## src/sv/ccd_pkg.sv

```systemverilog
// ----------------------------------------------------------------------------
// Coin change dispenser package
// Shared types, status codes, coin values and the multiple-of-five check.
// ----------------------------------------------------------------------------
package ccd_pkg;

	// Largest coin count that a fill write may load.
	localparam int COIN_STOCK_MAX = 255;

	// Coin and bill values in cents.
	localparam logic [6:0] BILL_CENTS     = 7'd100;
	localparam logic [5:0] QUARTER_CENTS  = 6'd25;
	localparam logic [5:0] QUARTER2_CENTS = 6'd50;
	localparam logic [5:0] DIME_CENTS     = 6'd10;
	localparam logic [5:0] NICKEL_CENTS   = 6'd5;

	// Configuration register indexes.
	localparam logic [1:0] REG_FILL_QUARTERS = 2'd0;
	localparam logic [1:0] REG_FILL_DIMES    = 2'd1;
	localparam logic [1:0] REG_FILL_NICKELS  = 2'd2;

	// Result status codes.
	typedef enum logic [2:0] {
		ST_OK    = 3'd0,
		ST_RANGE = 3'd1,
		ST_MULT5 = 3'd2,
		ST_SHORT = 3'd3,
		ST_ZERO  = 3'd4
	} status_t;

	// Coin stock held in the machine.
	typedef struct packed {
		logic [7:0] quarters;
		logic [7:0] dimes;
		logic [7:0] nickels;
	} stock_t;

	// One finished transaction as produced by the sequencer.
	typedef struct packed {
		status_t    status;
		logic [6:0] change;
		logic [2:0] quarters;
		logic [3:0] dimes;
		logic [4:0] nickels;
	} txn_res_t;

	// Sequencer status toward the top level.
	typedef struct packed {
		logic     idle;
		logic     done;
		txn_res_t res;
	} seq_stat_t;

	// Since 16 is 1 modulo 5, folding nibbles keeps the residue modulo 5.
	function automatic logic is_mult5(input logic [7:0] v);
		logic [4:0] s1;
		logic [4:0] s2;
		logic [3:0] s3;
		s1 = {1'b0, v[7:4]} + {1'b0, v[3:0]};
		s2 = {4'd0, s1[4]} + {1'b0, s1[3:0]};
		s3 = 4'({3'd0, s2[4]} + {1'b0, s2[3:0]});
		return s3 inside {4'd0, 4'd5, 4'd10, 4'd15};
	endfunction

endpackage

```

## src/sv/ccd_alu.sv

```systemverilog
// ----------------------------------------------------------------------------
// Coin change dispenser adder and compare unit
// Adds one coin value to the running sum and compares against the change.
// ----------------------------------------------------------------------------
module ccd_alu (
	input  logic [7:0] sum,
	input  logic [5:0] inc,
	input  logic [6:0] amt,
	output logic [7:0] next,
	output logic       le,
	output logic       lt,
	output logic       eq
);

	// The sum never exceeds the change plus two quarters, so 8 bits hold it.
	assign next = sum + {2'd0, inc};
	assign le   = next <= {1'b0, amt};
	assign lt   = next < {1'b0, amt};
	assign eq   = sum == {1'b0, amt};

endmodule

```

## src/sv/ccd_seq.sv

```systemverilog
// ----------------------------------------------------------------------------
// Coin change dispenser sequencer
// Checks the price, then adds one coin or quarter pair at a time through
// the shared adder, with a greedy pass and an odd-nickel fallback pass.
// ----------------------------------------------------------------------------
module ccd_seq (
	input  logic                clk,
	input  logic                arst_n,
	input  logic                start,
	input  logic [7:0]          price,
	input  ccd_pkg::stock_t     stock,
	input  logic                ack,
	output ccd_pkg::seq_stat_t  stat
);

	typedef enum logic [8:0] {
		S_IDLE = 9'b000000001,
		S_EVAL = 9'b000000010,
		S_GQ   = 9'b000000100,
		S_GD   = 9'b000001000,
		S_GN   = 9'b000010000,
		S_CHK  = 9'b000100000,
		S_FQ1  = 9'b001000000,
		S_FQ2  = 9'b010000000,
		S_DONE = 9'b100000000
	} state_t;

	state_t            state_q;
	logic [7:0]        price_q;
	logic [6:0]        amt_q;
	logic [7:0]        sum_q;
	logic [2:0]        q_q;
	logic [3:0]        d_q;
	logic [4:0]        n_q;
	logic              fb_q;
	ccd_pkg::status_t  status_q;

	logic [5:0] inc;
	logic [7:0] next;
	logic       le;
	logic       lt;
	logic       eq;
	logic       q_left;
	logic       q2_left;
	logic       d_left;
	logic       n_left;

	// Coin value fed to the shared adder in each phase.
	always_comb begin
		case (state_q)
			S_GQ, S_FQ1: inc = ccd_pkg::QUARTER_CENTS;
			S_FQ2:       inc = ccd_pkg::QUARTER2_CENTS;
			S_GD:        inc = ccd_pkg::DIME_CENTS;
			default:     inc = ccd_pkg::NICKEL_CENTS;
		endcase
	end

	ccd_alu u_alu (
		.sum  (sum_q),
		.inc  (inc),
		.amt  (amt_q),
		.next (next),
		.le   (le),
		.lt   (lt),
		.eq   (eq)
	);

	// Stock limits on the coins taken so far.
	assign q_left  = {5'd0, q_q} != stock.quarters;
	assign q2_left = ({5'd0, q_q} + 8'd2) <= stock.quarters;
	assign d_left  = {4'd0, d_q} != stock.dimes;
	assign n_left  = {3'd0, n_q} != stock.nickels;

	// Sequencer and working registers.
	always_ff @(posedge clk or negedge arst_n) begin
		if (!arst_n) begin
			state_q <= S_IDLE;
		end else begin
			case (state_q)
				S_IDLE: begin
					if (start) begin
						price_q <= price;
						state_q <= S_EVAL;
					end
				end
				S_EVAL: begin
					sum_q <= 8'd0;
					q_q   <= 3'd0;
					d_q   <= 4'd0;
					n_q   <= 5'd0;
					fb_q  <= 1'b0;
					amt_q <= 7'd0;
					if (price_q > {1'b0, ccd_pkg::BILL_CENTS}) begin
						status_q <= ccd_pkg::ST_RANGE;
						state_q  <= S_DONE;
					end else if (!ccd_pkg::is_mult5(price_q)) begin
						status_q <= ccd_pkg::ST_MULT5;
						state_q  <= S_DONE;
					end else if (price_q == 8'd0) begin
						status_q <= ccd_pkg::ST_ZERO;
						state_q  <= S_DONE;
					end else begin
						amt_q   <= ccd_pkg::BILL_CENTS - price_q[6:0];
						state_q <= S_GQ;
					end
				end
				S_GQ: begin
					if (le && q_left) begin
						sum_q <= next;
						q_q   <= q_q + 3'd1;
					end else begin
						state_q <= S_GD;
					end
				end
				S_GD: begin
					if (le && d_left) begin
						sum_q <= next;
						d_q   <= d_q + 4'd1;
					end else begin
						state_q <= S_GN;
					end
				end
				S_GN: begin
					if (le && n_left) begin
						sum_q <= next;
						n_q   <= n_q + 5'd1;
					end else begin
						state_q <= S_CHK;
					end
				end
				S_CHK: begin
					if (eq) begin
						status_q <= ccd_pkg::ST_OK;
						state_q  <= S_DONE;
					end else if (!fb_q && amt_q[0]) begin
						// Odd count of nickels: retry with the fallback order.
						sum_q   <= 8'd0;
						q_q     <= 3'd0;
						d_q     <= 4'd0;
						n_q     <= 5'd0;
						fb_q    <= 1'b1;
						state_q <= S_FQ1;
					end else begin
						status_q <= ccd_pkg::ST_SHORT;
						q_q      <= 3'd0;
						d_q      <= 4'd0;
						n_q      <= 5'd0;
						state_q  <= S_DONE;
					end
				end
				S_FQ1: begin
					if (lt && q_left) begin
						sum_q <= next;
						q_q   <= q_q + 3'd1;
					end
					state_q <= S_FQ2;
				end
				S_FQ2: begin
					if (lt && q2_left) begin
						sum_q <= next;
						q_q   <= q_q + 3'd2;
					end else begin
						state_q <= S_GD;
					end
				end
				S_DONE: begin
					if (ack) begin
						state_q <= S_IDLE;
					end
				end
				default: begin
					state_q <= S_IDLE;
				end
			endcase
		end
	end

	assign stat.idle         = state_q == S_IDLE;
	assign stat.done         = state_q == S_DONE;
	assign stat.res.status   = status_q;
	assign stat.res.change   = amt_q;
	assign stat.res.quarters = q_q;
	assign stat.res.dimes    = d_q;
	assign stat.res.nickels  = n_q;

endmodule

```

## src/sv/coin_change_dispenser_unit.sv

```systemverilog
// ----------------------------------------------------------------------------
// Coin change dispenser
// Takes a purchase price paid with a one-dollar bill and pays the change
// from the quarter, dime and nickel stock.
// ----------------------------------------------------------------------------
//
// Channel | Signals                                   | Direction
// --------+-------------------------------------------+----------
// input   | in_valid, in_ready, price_cents           | in
// result  | out_valid, out_ready, status, change_cents,| out
//         | quarters_out, dimes_out, nickels_out,      |
//         | valid_count                                |
// config  | cfg_valid, cfg_ready, cfg_index, cfg_data | in
//
// A price adds one coin or quarter pair per cycle through the shared adder,
// plus a step to close each phase; a rejected price skips the coin phases.
// Reset clears the coin stock, the transaction count and the result register.
// in_ready is high only while the sequencer is idle; a finished result may
// wait in the output register while the next price is taken.
// A stalled output holds the sequencer in its done step until the register
// frees up. Configuration writes are always taken.
//
module coin_change_dispenser_unit (
	input  logic        clk,
	input  logic        arst_n,
	input  logic        in_valid,
	output logic        in_ready,
	input  logic [7:0]  price_cents,
	output logic        out_valid,
	input  logic        out_ready,
	output logic [2:0]  status,
	output logic [6:0]  change_cents,
	output logic [2:0]  quarters_out,
	output logic [3:0]  dimes_out,
	output logic [4:0]  nickels_out,
	output logic [15:0] valid_count,
	input  logic        cfg_valid,
	output logic        cfg_ready,
	input  logic [1:0]  cfg_index,
	input  logic [7:0]  cfg_data
);

	ccd_pkg::stock_t    stock_q;
	logic [15:0]        done_cnt_q;
	ccd_pkg::seq_stat_t stat;
	ccd_pkg::txn_res_t  res_q;
	logic [15:0]        count_q;
	logic               out_valid_q;
	logic               ack;
	logic               finish;
	logic               start;
	logic               cfg_write;
	logic [7:0]         fill_val;

	assign in_ready  = stat.idle;
	assign start     = in_valid && in_ready;
	assign cfg_ready = 1'b1;
	assign cfg_write = cfg_valid && cfg_ready;
	assign ack       = !out_valid_q || out_ready;
	assign finish    = stat.done && ack;

	ccd_seq u_seq (
		.clk    (clk),
		.arst_n (arst_n),
		.start  (start),
		.price  (price_cents),
		.stock  (stock_q),
		.ack    (ack),
		.stat   (stat)
	);

	// Loaded coin count, limited to the stock maximum.
	assign fill_val = (32'(cfg_data) > ccd_pkg::COIN_STOCK_MAX) ?
		8'(ccd_pkg::COIN_STOCK_MAX) : cfg_data;

	// Coin stock: a fill write loads it, else a successful sale reduces it.
	always_ff @(posedge clk or negedge arst_n) begin
		if (!arst_n) begin
			stock_q    <= '0;
			done_cnt_q <= 16'd0;
		end else if (cfg_write) begin
			case (cfg_index)
				ccd_pkg::REG_FILL_QUARTERS: stock_q.quarters <= fill_val;
				ccd_pkg::REG_FILL_DIMES:    stock_q.dimes    <= fill_val;
				ccd_pkg::REG_FILL_NICKELS:  stock_q.nickels  <= fill_val;
				default: ;
			endcase
		end else if (finish && stat.res.status == ccd_pkg::ST_OK) begin
			stock_q.quarters <= stock_q.quarters - {5'd0, stat.res.quarters};
			stock_q.dimes    <= stock_q.dimes - {4'd0, stat.res.dimes};
			stock_q.nickels  <= stock_q.nickels - {3'd0, stat.res.nickels};
			if (done_cnt_q != 16'hFFFF) begin
				done_cnt_q <= done_cnt_q + 16'd1;
			end
		end
	end

	// Result register and its valid flag.
	always_ff @(posedge clk or negedge arst_n) begin
		if (!arst_n) begin
			out_valid_q <= 1'b0;
		end else if (finish) begin
			out_valid_q <= 1'b1;
		end else if (out_ready) begin
			out_valid_q <= 1'b0;
		end
	end

	// The sequencer already reports no change owed for rejected prices.
	always_ff @(posedge clk or negedge arst_n) begin
		if (!arst_n) begin
			res_q <= '0;
		end else if (finish) begin
			res_q <= stat.res;
		end
	end

	// Count as of this transaction, including its own increment.
	always_ff @(posedge clk or negedge arst_n) begin
		if (!arst_n) begin
			count_q <= 16'd0;
		end else if (finish) begin
			if (stat.res.status == ccd_pkg::ST_OK && done_cnt_q != 16'hFFFF) begin
				count_q <= done_cnt_q + 16'd1;
			end else begin
				count_q <= done_cnt_q;
			end
		end
	end

	assign out_valid    = out_valid_q;
	assign status       = res_q.status;
	assign change_cents = res_q.change;
	assign quarters_out = res_q.quarters;
	assign dimes_out    = res_q.dimes;
	assign nickels_out  = res_q.nickels;
	assign valid_count  = count_q;

	// The sequencer is busy in the cycle after it takes a price.
	a_busy_after_start: assert property (@(posedge clk) disable iff (!arst_n)
		start |=> !in_ready)
		else $error("sequencer took a price but stayed idle");

	// Dispensed coins add up to the change owed.
	a_coins_sum: assert property (@(posedge clk) disable iff (!arst_n)
		(out_valid && status == ccd_pkg::ST_OK) |->
		(8'(quarters_out) * 8'd25 + 8'(dimes_out) * 8'd10 + 8'(nickels_out) * 8'd5
			== {1'b0, change_cents}))
		else $error("dispensed coins do not match the change");

	// No coins leave the machine unless the transaction succeeded.
	a_no_coins_on_fail: assert property (@(posedge clk) disable iff (!arst_n)
		(out_valid && status != ccd_pkg::ST_OK) |->
		(quarters_out == 3'd0 && dimes_out == 4'd0 && nickels_out == 5'd0))
		else $error("coins reported on a failed transaction");

	// The transaction count only ever steps up by one.
	a_count_step: assert property (@(posedge clk) disable iff (!arst_n)
		(done_cnt_q != $past(done_cnt_q)) |-> (done_cnt_q == $past(done_cnt_q) + 16'd1))
		else $error("transaction count jumped");

endmodule

```

## config.mk

```make
export PLATFORM = sky130hd
export DESIGN_NAME = coin_change_dispenser_unit
export DESIGN_NICKNAME = d
export VERILOG_FILES = /design/src/sv/ccd_pkg.sv /design/src/sv/ccd_alu.sv /design/src/sv/ccd_seq.sv /design/src/sv/coin_change_dispenser_unit.sv
export SDC_FILE = /design/constraint.sdc
export NUM_CORES = 1
export LEC_CHECK = 0
export BUFFER_PORTS_ARGS = -buffer_cell sky130_fd_sc_hd__buf_2
export CAP_MARGIN = 20
export CORE_ASPECT_RATIO = 2
export CORE_UTILIZATION = 34
export CTS_BUF_LIST = sky130_fd_sc_hd__clkbuf_8
export DETAILED_ROUTE_END_ITERATION = 10
export PLACE_DENSITY_LB_ADDON = 0.05
export SLEW_MARGIN = 5
export SYNTH_ARGS = -nofsm -noshare
export SYNTH_HDL_FRONTEND = slang
export SYNTH_SLANG_ARGS = --single-unit
```

## constraint.sdc

```tcl
create_clock -name clk -period 5 [get_ports clk]
set_clock_uncertainty 0.1 [all_clocks]
set_input_delay 0 -clock clk [delete_from_list [all_inputs] [get_ports clk]]
set_output_delay 0 -clock clk [all_outputs]
set_load 0.005 [all_outputs]
```

Word-level counts from Yosys, hierarchy flattened

Cells that the tools add are included.

Register bits: 127
Input bits: 23
Output and inout port bits: 41
Word-level logic and storage cells: 166

$add $sub $neg: 14
$lt $le $gt $ge: 4
Equal/unequal tests: 37
Mux-type cells: 49
Bitwise logic cells: 2
Reduce and logical (&&, ||, !) cells: 40

Operator list:

| kind                                                                     | count |
|---|---|
| 9-bit two-way mux                                                        | 11 |
| 9-bit one-hot mux with 9 select lines                                    | 1 |
| 8-bit two-way mux                                                        | 10 |
| 8-bit one-hot mux with 7 select lines                                    | 1 |
| 24-bit two-way mux                                                       | 2 |
| 3-bit two-way mux                                                        | 9 |
| 2-bit by 1-bit inequality test with 1-bit output (second input constant) | 11 |
| 6-bit one-hot mux with 3 select lines                                    | 1 |
| 16-bit by 1-bit adder with 16-bit output (second input constant)         | 1 |
| 16-bit two-way mux                                                       | 1 |
| 16-bit inequality test (second input constant)                           | 1 |
| 4-bit AND reduction                                                      | 4 |
| 3-bit one-hot mux with 5 select lines                                    | 1 |
| 5-bit one-hot mux with 3 select lines                                    | 1 |
| 4-bit one-hot mux with 3 select lines                                    | 1 |
| 6-bit AND reduction                                                      | 2 |
| 1-bit logical AND                                                        | 10 |
| 5-bit two-way mux                                                        | 2 |
| 2-bit inequality test (second input constant)                            | 5 |
| 9-bit by 1-bit equality test with 1-bit output (second input constant)   | 1 |
| 9-bit by 2-bit equality test with 1-bit output (second input constant)   | 1 |
| 9-bit by 3-bit equality test with 1-bit output (second input constant)   | 1 |
| 9-bit by 4-bit equality test with 1-bit output (second input constant)   | 1 |
| 9-bit by 5-bit equality test with 1-bit output (second input constant)   | 1 |
| other kinds (52)                                                         | 66 |

Longest topological paths before layout

Gate-level depths: netlist of run 1.

Word-level depth: 8
Depth in mapped cells: 21

Cells and area by module

Synthesis of run 1 repeated with hierarchy kept, for this count alone.

Cells, all modules: 765
Area, all modules: 7626.1 sq um

By module, submodules not included:

| module                     | instances | cells each | area an instance (sq um) | seq. area each (sq um) |
|---|---|---|---|---|
| coin_change_dispenser_unit | 1         | 436        | 4280.4                   | 1976.9 |
| ccd_seq                    | 1         | 261        | 2813.9                   | 1397.6 |
| ccd_alu                    | 1         | 68         | 531.8                    | 0.0 |

Worst setup path after synthesis of run 1

Ideal clock, no wire load.

Kind: register -> register
From: register u_seq.state_q[8]
To: register u_seq.sum_q[0] (enable)
Library setup time: 0.380 ns
Arrival time: 4.867 ns
Required time: 4.520 ns
Path slack: -0.347 ns
Stages on the path, launching flop included: 22
Buffers on the path: 1
Path through: dfrtp_1 or3_4 or3_1 buf_6 nor3_1 nand3b_1 inv_1 nor2_1 inv_1 ha_1 a21o_1 a2111oi_2 nor2_1 xor2_1 ha_1 a21o_1 a21oi_1 nand3_1 o21ai_0 nand4b_1 o21ba_2 nor4b_2

Cells in the longest elaborated chain, start to end: 8
Elaborated cells between the ends (all ways): 26

Ends and longest elaborated chain:

| what                                                                                                                    | RTL line                     | source |
|---|---|---|
| from (decl)                                                                                                             | ccd_seq.sv:28                | `state_t state_q;` |
| from (signal assigned)                                                                                                  | ccd_seq.sv:77                | `state_q <= S_IDLE;` |
| from (signal assigned)                                                                                                  | ccd_seq.sv:83                | `state_q <= S_EVAL;` |
| from (signal assigned)                                                                                                  | ccd_seq.sv:95                | `state_q <= S_DONE;` |
| 9-bit by 3-bit equality test with 1-bit output or 9-bit by 7-bit equality test with 1-bit output (tied branches)        | ccd_seq.sv:50                | `case (state_q)` |
| 2-bit OR reduction                                                                                                      | ccd_seq.sv:50                |  |
| 6-bit one-hot mux with 3 select lines *                                                                                 | ccd_seq.sv:50                |  |
| 8-bit by 6-bit adder with 8-bit output *                                                                                | ccd_alu.sv:16                | `assign next = sum + {2'd0, inc};` |
| net u_seq.next[5]                                                                                                       | ccd_seq.sv:39                | `logic [7:0] next;` |
| 8-bit by 7-bit less-than comparator with 1-bit output or 8-bit by 7-bit <= comparator with 1-bit output (tied branches) | ccd_alu.sv:18, ccd_alu.sv:17 |  |
| 1-bit logical AND, on equally long branches                                                                             | -                            |  |
| 2-bit by 1-bit inequality test with 1-bit output (no source line)                                                       | -                            |  |
| 9-bit AND reduction (no source line) *                                                                                  | -                            |  |
| to (signal assigned)                                                                                                    | ccd_seq.sv:125               | `sum_q <= next;` |
| to (signal assigned)                                                                                                    | ccd_seq.sv:153               | `sum_q <= next;` |
| to (signal assigned)                                                                                                    | ccd_seq.sv:160               | `sum_q <= next;` |
| to (decl)                                                                                                               | ccd_seq.sv:31                | `logic [7:0] sum_q;` |

Mark *: on every way through the listed nets, which the timed path passes. The rest lies on a longest branch.
A chain may end at the register's enable or synchronous reset.

Final worst setup path of run 1

Same ends and word-level chain as after synthesis.

==> results of run 1 <==
synth_stat cells (all sizes together), types with 3 or more instances:
master  number
nand2       95
dfrtp       87
o21ai       62
nor2        53
inv         48
ha          42
edfxtp      39
xnor2       35
a21oi       29
xor2        25
nand3       22
nand2b      19
clkbuf      17
nor3        16
a21o        13
buf         12
nand4       11
and2        10
nand3b      10
nor2b        9
o21a         9
mux2         8
a31oi        7
and3         7
o22ai        7
or3          6
a211oi       5
fa           5
nor4b        5
o211a        5
o211ai       5
a22o         4
nor4         4
o21bai       4
o221ai       4
or4          4
and4         3
mux2i        3
nand4b       3
sequential cells by signal (all words and copies together) (netlist names), 5 cells and up:
register	cells
done_cnt_q	16
u_seq.state_q	9
nickels_out	5
change_cents	7
valid_count	16
u_seq.n_q	5
u_seq.sum_q	8
u_seq.price_q	8
u_seq.amt_q	7
stock_q	24
worst paths after layout:
kind / from / endpoint / slack, ns / cells past startpoint
worst max-delay path: u_seq.state_q[8] / u_seq.sum_q[0] / 0.04 / 20
max in group asynchronous: arst_n / change_cents[5] / 3.49 / 4
worst min-delay path: price_cents[2] / u_seq.price_q[2] / 0.13 / 2
min in group asynchronous: arst_n / u_seq.state_q[0] / 0.55 / 3
worst min register to register: valid_count[4] / valid_count[4] / 0.37 / 2
worst max register to register: u_seq.state_q[8] / u_seq.sum_q[0] / 0.04 / 20
per-layer routing:
| metal | vias to the layer above | part of all wire | GRT usage |
|---|---|---|---|
| met5 | - | 0 | 0 |
| met4 | 0 | 0.047 | 0.114 |
| met3 | 44 | 0.026 | 0.0392 |
| met2 | 116 | 0.57 | 0.391 |
| met1 | 2989 | 0.35 | 0.188 |
| li1 | 2968 | - | - |
power by group through the flow:
| stage | registers (mW) | logic (mW) | clock network, mW |
|---|---|---|---|
| finish | 1.55 | 1.45 | 0.909 |
| global route | 1.59 | 1.62 | 0.982 |
| CTS | 1.56 | 1.44 | 0.945 |
| detailed placement | 1.58 | 1.36 | 0 |
| global placement | 1.57 | 1.33 | 0 |
| floorplan | 1.53 | 0.861 | 0 |
through the flow:
step	hold slack, ns	instances	area, um^2
after detailed placement	-0.0932	1105	8250
after floorplan	-0.396	775	7550
after global routing	0.102	1175	9160
final	0.134	1175	9160
after global placement	-0.0931	1105	8250
after CTS	0.0835	1171	9060
kinds of logic (layout without fill, tap and decap cells):
family | count (synthesis) | after routing | share of synthesized area
AO/OA/AOI/OAI | 168 | 168 | 0.142
buffers and inverters | 77 | 204 | 0.0422
AND/OR/NAND/NOR | 284 | 284 | 0.195
multiplexers | 11 | 11 | 0.0165
flip-flops | 127 | 127 | 0.450
adder cells (fa/ha/maj) | 47 | 47 | 0.0834
XOR/XNOR | 60 | 60 | 0.0700
other | 1 | 1 | 0.000500
cell type report:
class / count / area [um^2] / share of cell area
repair buffers: 124 / 866 / 0.0945
well taps: 273 / 342 / 0.0373
clock buffers: 20 / 275 / 0.0301
multi-input cells: 571 / 4000 / 0.437
clock inverters: 12 / 118 / 0.0128
inverters: 48 / 180 / 0.0197
flip-flops and latches: 127 / 3370 / 0.368
worst reg2reg max path, cell delays in order (launching register included):
cell and delay, ns:
dfrtp_1 0.38, or3_4 0.39, or3_4 0.37, nor3_4 0.13, nand3b_1 0.13, inv_2 0.09
nor2_2 0.05, ha_2 0.19, fa_2 0.37, buf_4 0.15, xor2_1 0.16, xnor2_1 0.23
ha_1 0.29, a21oi_1 0.20, a211o_1 0.21, nand3_4 0.12, a31oi_4 0.19, nand4b_1 0.13
a221oi_2 0.34, nor4b_4 0.27, buf_6 0.17
timing repair:
| item | in CTS | in global routing |
|---|---|---|
| setup buffers | 6 | 4 |
| pin swaps | 11 | 2 |
| endpoints found under the setup margin | 13 | 18 |
| hold endpoints to repair | 69 | 0 |
| hold buffers | 28 | 0 |
| resized for setup | 14 | 13 |
==> results.md, run 1 <==
* Outcome: completed
* Total core area at 0.0216 mm^2
* Fin util at 0.424
* Clock share of power at 0.233
* Pleak at 4.09 nW
* Worst Tran Pin Value at 1.05 ns
* Nets at 959
* Worst EP required at 5.10 ns
* Core Rows at 76
* Number of synthesized flops with an enable pin at 39
* Fmax at 202 MHz
* Layout cells sized above 1 at 0.191
* Worst setup EP type: flip-flop
* Routed WL at 21500 um
* Cell Area, Synth at 0.00750 mm^2
* Final worst path period share at 0.992
* Vias in the first global route at 6295
* Layout fillers at 2079
* TritonRoute pass-1 iters at 4
* Synth top area share at 0.290
* Worst min path class: input port to flip-flop
* Syn_area_per_cell at 9.68 um^2
* GRT overflow at 0
* DP HPWL at 16300 um
* Placer Congestion at 0.903
* Top_reg_cell synth: dfrtp_1
* First-pass GRT wire length at 33400 um
* DR vias/cell at 5.21
* Pin count of the biggest net entering global routing at 68
* Most common cell after layout, fill and taps aside: nand2_1
* Max FO, Critical Path at 8
* Relative slew margins at 0.298
* Psw at 1.42 mW
* Syn nets at 845
* Synth-to-layout area growth at 22.1%
* Top delay family on crit path: simple AND/OR/NAND/NOR gates
* Via count at 6117
* Hold Vio Cnt, Final at 0
* H-Tree Depth at 4
* MaxCap Viol Count at 0
* Final Power at 3.91 mW
* Setup TNS at 0 ns
* Clock sinks at 127
* Worst Slack Setup Final at 0.0396 ns
* CTS max path bufs at 2
* Most frequent cells in the layout: 94 x nand2_1, 87 x dfrtp_1, 61 x buf_2
* Die width at 107 um
* Die Ht at 212 um
* Routed Antenna Nets at 0
* Most used cell, CP: or3_4
* Slowest CP cell: or3_4
* Initial antenna violation count at 0
* Antenna diodes at 0
* Slowest stage delay, CP at 0.39 ns
* Flops & latches, synth at 127
* PortBufs at 62
* Netlist cell types at 68
* Routed len/inst at 18.3 um
* CP bufs+invs at 3
* Io pins at 64
* Num CTS Buffers at 17
* Die area at 0.0227 mm^2
* Comb pwr share at 0.370
* DRT iter0 DRCs at 267
* Syn Inst Count at 775
* Clk_lat worst skew at 0.48 ns
* CTS tree: done
* Critical path type: flip-flop to flip-flop
* Unrepaired setup endpoints after global routing: true
* Clock Pin Slew Worst Setup and Hold Paths at 0.08 ns
* FFs w/ async S/R, synth at 0.693
* Sequential share of power at 0.397
* Crit-path cells: or3_4 > or3_4 > nor3_4 > nand3b_1 > inv_2 > nor2_2 > ha_2 > fa_2 > buf_4 > xor2_1 > xnor2_1 > ha_1 > a21oi_1 > a211o_1 > nand3_4 > a31oi_4 > nand4b_1 > a221oi_2 > nor4b_4 > buf_6
* Startpoint Class: flip-flop
* Sequential area share after synthesis at 0.450
* Top cells by area, synth: dfrtp_1 29%, edfxtp_1 16%, ha_1 7.0%
* Total Routing Usage GR at 0.200
* Initial Util at 0.348
* Yosys warns at 0
* Switching part of the total at 0.364
* Final min period at 4.96 ns
* Post-synth top area cell: dfrtp_1
* Internal Power at 2.49 mW
* VDD IR max at 0.193 mV
* Clk root buf: clkbuf_8
* Pre-CTS WS at -0.156 ns
* Final setup violation count at 0
* Critical Path AT at 5.06 ns
* PD cells at 427 mW/mm^2
* Drt drc at 0
* Max-slew violations at 0
Note: power is estimated with default switching activity, not from simulation.
==> run 2: changes to the inputs <==
--- a/config.mk
+++ b/config.mk
@@ -8,7 +8,7 @@
 export BUFFER_PORTS_ARGS = -buffer_cell sky130_fd_sc_hd__buf_2
 export CAP_MARGIN = 20
 export CORE_ASPECT_RATIO = 2
-export CORE_UTILIZATION = 34
+export CORE_UTILIZATION = 50
 export CTS_BUF_LIST = sky130_fd_sc_hd__clkbuf_8
 export DETAILED_ROUTE_END_ITERATION = 10
 export PLACE_DENSITY_LB_ADDON = 0.05
==> results.md, run 2 (synthesis results as in run 1) <==
* Outcome: completed
* DP HPWL at 14400 um
* CTS max path bufs at 2
* Num CTS Buffers at 17
* Routed Antenna Nets at 0
* Drt drc at 0
* Reg-to-reg endpoint: u_seq.sum_q[5]
* Fin cells at 1092
* H-Tree Depth at 4
* PortBufs at 62
* Top delay family on crit path: simple AND/OR/NAND/NOR gates
* First-pass GRT wire length at 30200 um
* Met3 routed WL at 568 um
* Clk_lat worst skew at 0.44 ns
* Total Routing Usage GR at 0.260
* Critical path type: flip-flop to flip-flop
* Pre-CTS WS at -0.130 ns
* Die area at 0.0155 mm^2
* Relative slew margins at 0.426
* Clock Pin Slew Worst Setup and Hold Paths at 0.09 ns
* Worst Slack Setup Final at 0.0278 ns
* DRT iter0 DRCs at 244
* Vias in the first global route at 6119
* MaxCap Viol Count at 0
* Setup TNS at 0 ns
* Final worst path period share at 0.994
* Worst reg2reg startpoint: u_seq.state_q[5]
* Slowest stage delay, CP at 0.39 ns
* Internal Power at 2.50 mW
* VDD IR max at 0.252 mV
* Max-slew violations at 0
* Crit-path cells: or3_4 > or3_4 > buf_4 > nor2_1 > nor2_4 > ha_4 > fa_2 > a31oi_2 > nand2_1 > a31oi_1 > xnor2_1 > ha_1 > nand3_2 > a211o_1 > nand3_4 > o21ai_4 > nand4b_1 > o21ba_4 > nor4b_4 > buf_6
* Worst setup EP type: flip-flop
* Sequential share of power at 0.396
* Placed cells at 1024
* GRT overflow at 0
* Met2 WL post-DR at 10400 um
* Io pins at 64
* Routed met1 length at 6800 um
* Startpoint Class: flip-flop
* Clock sinks at 127
* Reg2Reg Depth at 20
* Layout cells sized above 1 at 0.192
* Initial antenna violation count at 0
* Final min period at 4.97 ns
* Pleak at 4.07 nW
* Via count at 6057
* Comb pwr share at 0.363
* Psw at 1.40 mW
* Most used cell, CP: or3_4
* Uppermost layer routed: met4
* DR vias/cell at 5.55
* Most frequent cells in the layout: 94 x nand2_1, 87 x dfrtp_1, 61 x buf_2
* Routed WL at 18900 um
* TritonRoute pass-1 iters at 4
* Pin count of the biggest net entering global routing at 62
* CP bufs+invs at 2
* Hold Vio Cnt, Final at 0
* Most common cell after layout, fill and taps aside: nand2_1
* Final setup violation count at 0
* Worst EP required at 5.06 ns
* CTS tree: done
* Worst Tran Pin Value at 0.856 ns
* Crit path from: u_seq.state_q[5]
* Clock share of power at 0.240
* Unrepaired setup endpoints after global routing: true
* Nets at 954
* Routed len/inst at 17.3 um
* Max FO, Critical Path at 8
* Critical Path AT at 5.04 ns
* Core Rows at 63
* Synth-to-layout area growth at 19.9%
* Max FFs per register at 24
* Switching part of the total at 0.359
* Flop-to-flop setup slack at 0.03 ns
* Die Ht at 175 um
* Fmax at 201 MHz
* Antenna diodes at 0
* Initial Util at 0.509
* Layout fillers at 1296
* Total core area at 0.0147 mm^2
* Slowest CP cell: or3_4
* Worst min path class: input port to asynchronous set/reset pin
* Clk root buf: clkbuf_8
* Final Power at 3.90 mW
* Biggest register: stock_q
* PD cells at 434 mW/mm^2
* Hold_ws at 0.0404 ns
* Die width at 88.6 um
* Placer Congestion at 0.978
-- run 2: power by group through the flow --
stage	Sequential [mW]	Clock (mW)	Combinational, mW
after global placement	1.55	0	1.28
after CTS	1.55	0.962	1.40
after global routing	1.59	0.997	1.59
final	1.55	0.937	1.42
after detailed placement	1.57	0	1.31
after floorplan	1.53	0	0.861
-- run 2: how the worst max path moves through the flow --
stage                           endpoint  depth (start not counted)
final                     u_seq.sum_q[5]                         20
after global routing      u_seq.sum_q[0]                         21
after CTS                 u_seq.sum_q[3]                         21
after detailed placement  u_seq.sum_q[5]                         21
after global placement    u_seq.sum_q[3]                         21
after floorplan           u_seq.sum_q[0]                         21
-- run 2: repair_timing --
item	CTS	global route
pin swaps	18	24
setup buffers	8	4
hold endpoints to repair	68	0
hold buffers	23	0
resized for setup	15	10
endpoints found under the setup margin	17	23
-- run 2: final cells by class --
cell class / instances / area, um^2 / share of cell area
clock buffer: 17 / 234 / 0.0260
clock inverter: 15 / 183 / 0.0203
inverter: 48 / 180 / 0.0200
multi-input combinational: 571 / 3980 / 0.442
sequential: 127 / 3370 / 0.375
tap: 195 / 244 / 0.0271
timing repair buffer: 119 / 806 / 0.0895
-- run 2: through the flow --
step                instance area, um^2  utilization
global route                       9000        0.611
global placement                   8130        0.551
finish                             9000        0.611
floorplan                          7550            -
CTS                                8920        0.605
detailed placement                 8130        0.551
-- run 2: worst register-to-register path: stages, from the launching register on --
cell      delay [ns]
dfrtp_1         0.38
or3_4           0.38
or3_4           0.39
buf_4           0.16
nor2_1          0.21
nor2_4          0.08
ha_4            0.17
fa_2            0.37
a31oi_2         0.18
nand2_1         0.09
a31oi_1         0.21
xnor2_1         0.21
ha_1            0.34
nand3_2         0.11
a211o_1         0.14
nand3_4         0.11
o21ai_4         0.10
nand4b_1        0.25
o21ba_4         0.29
nor4b_4         0.26
buf_6           0.17
-- run 2: metal layers --
layer | GRT usage | vias up
met1 | 0.263 | 2905
met4 | 0.144 | 0
met5 | 0 | -
met2 | 0.484 | 146
li1 | - | 2949
met3 | 0.0439 | 57
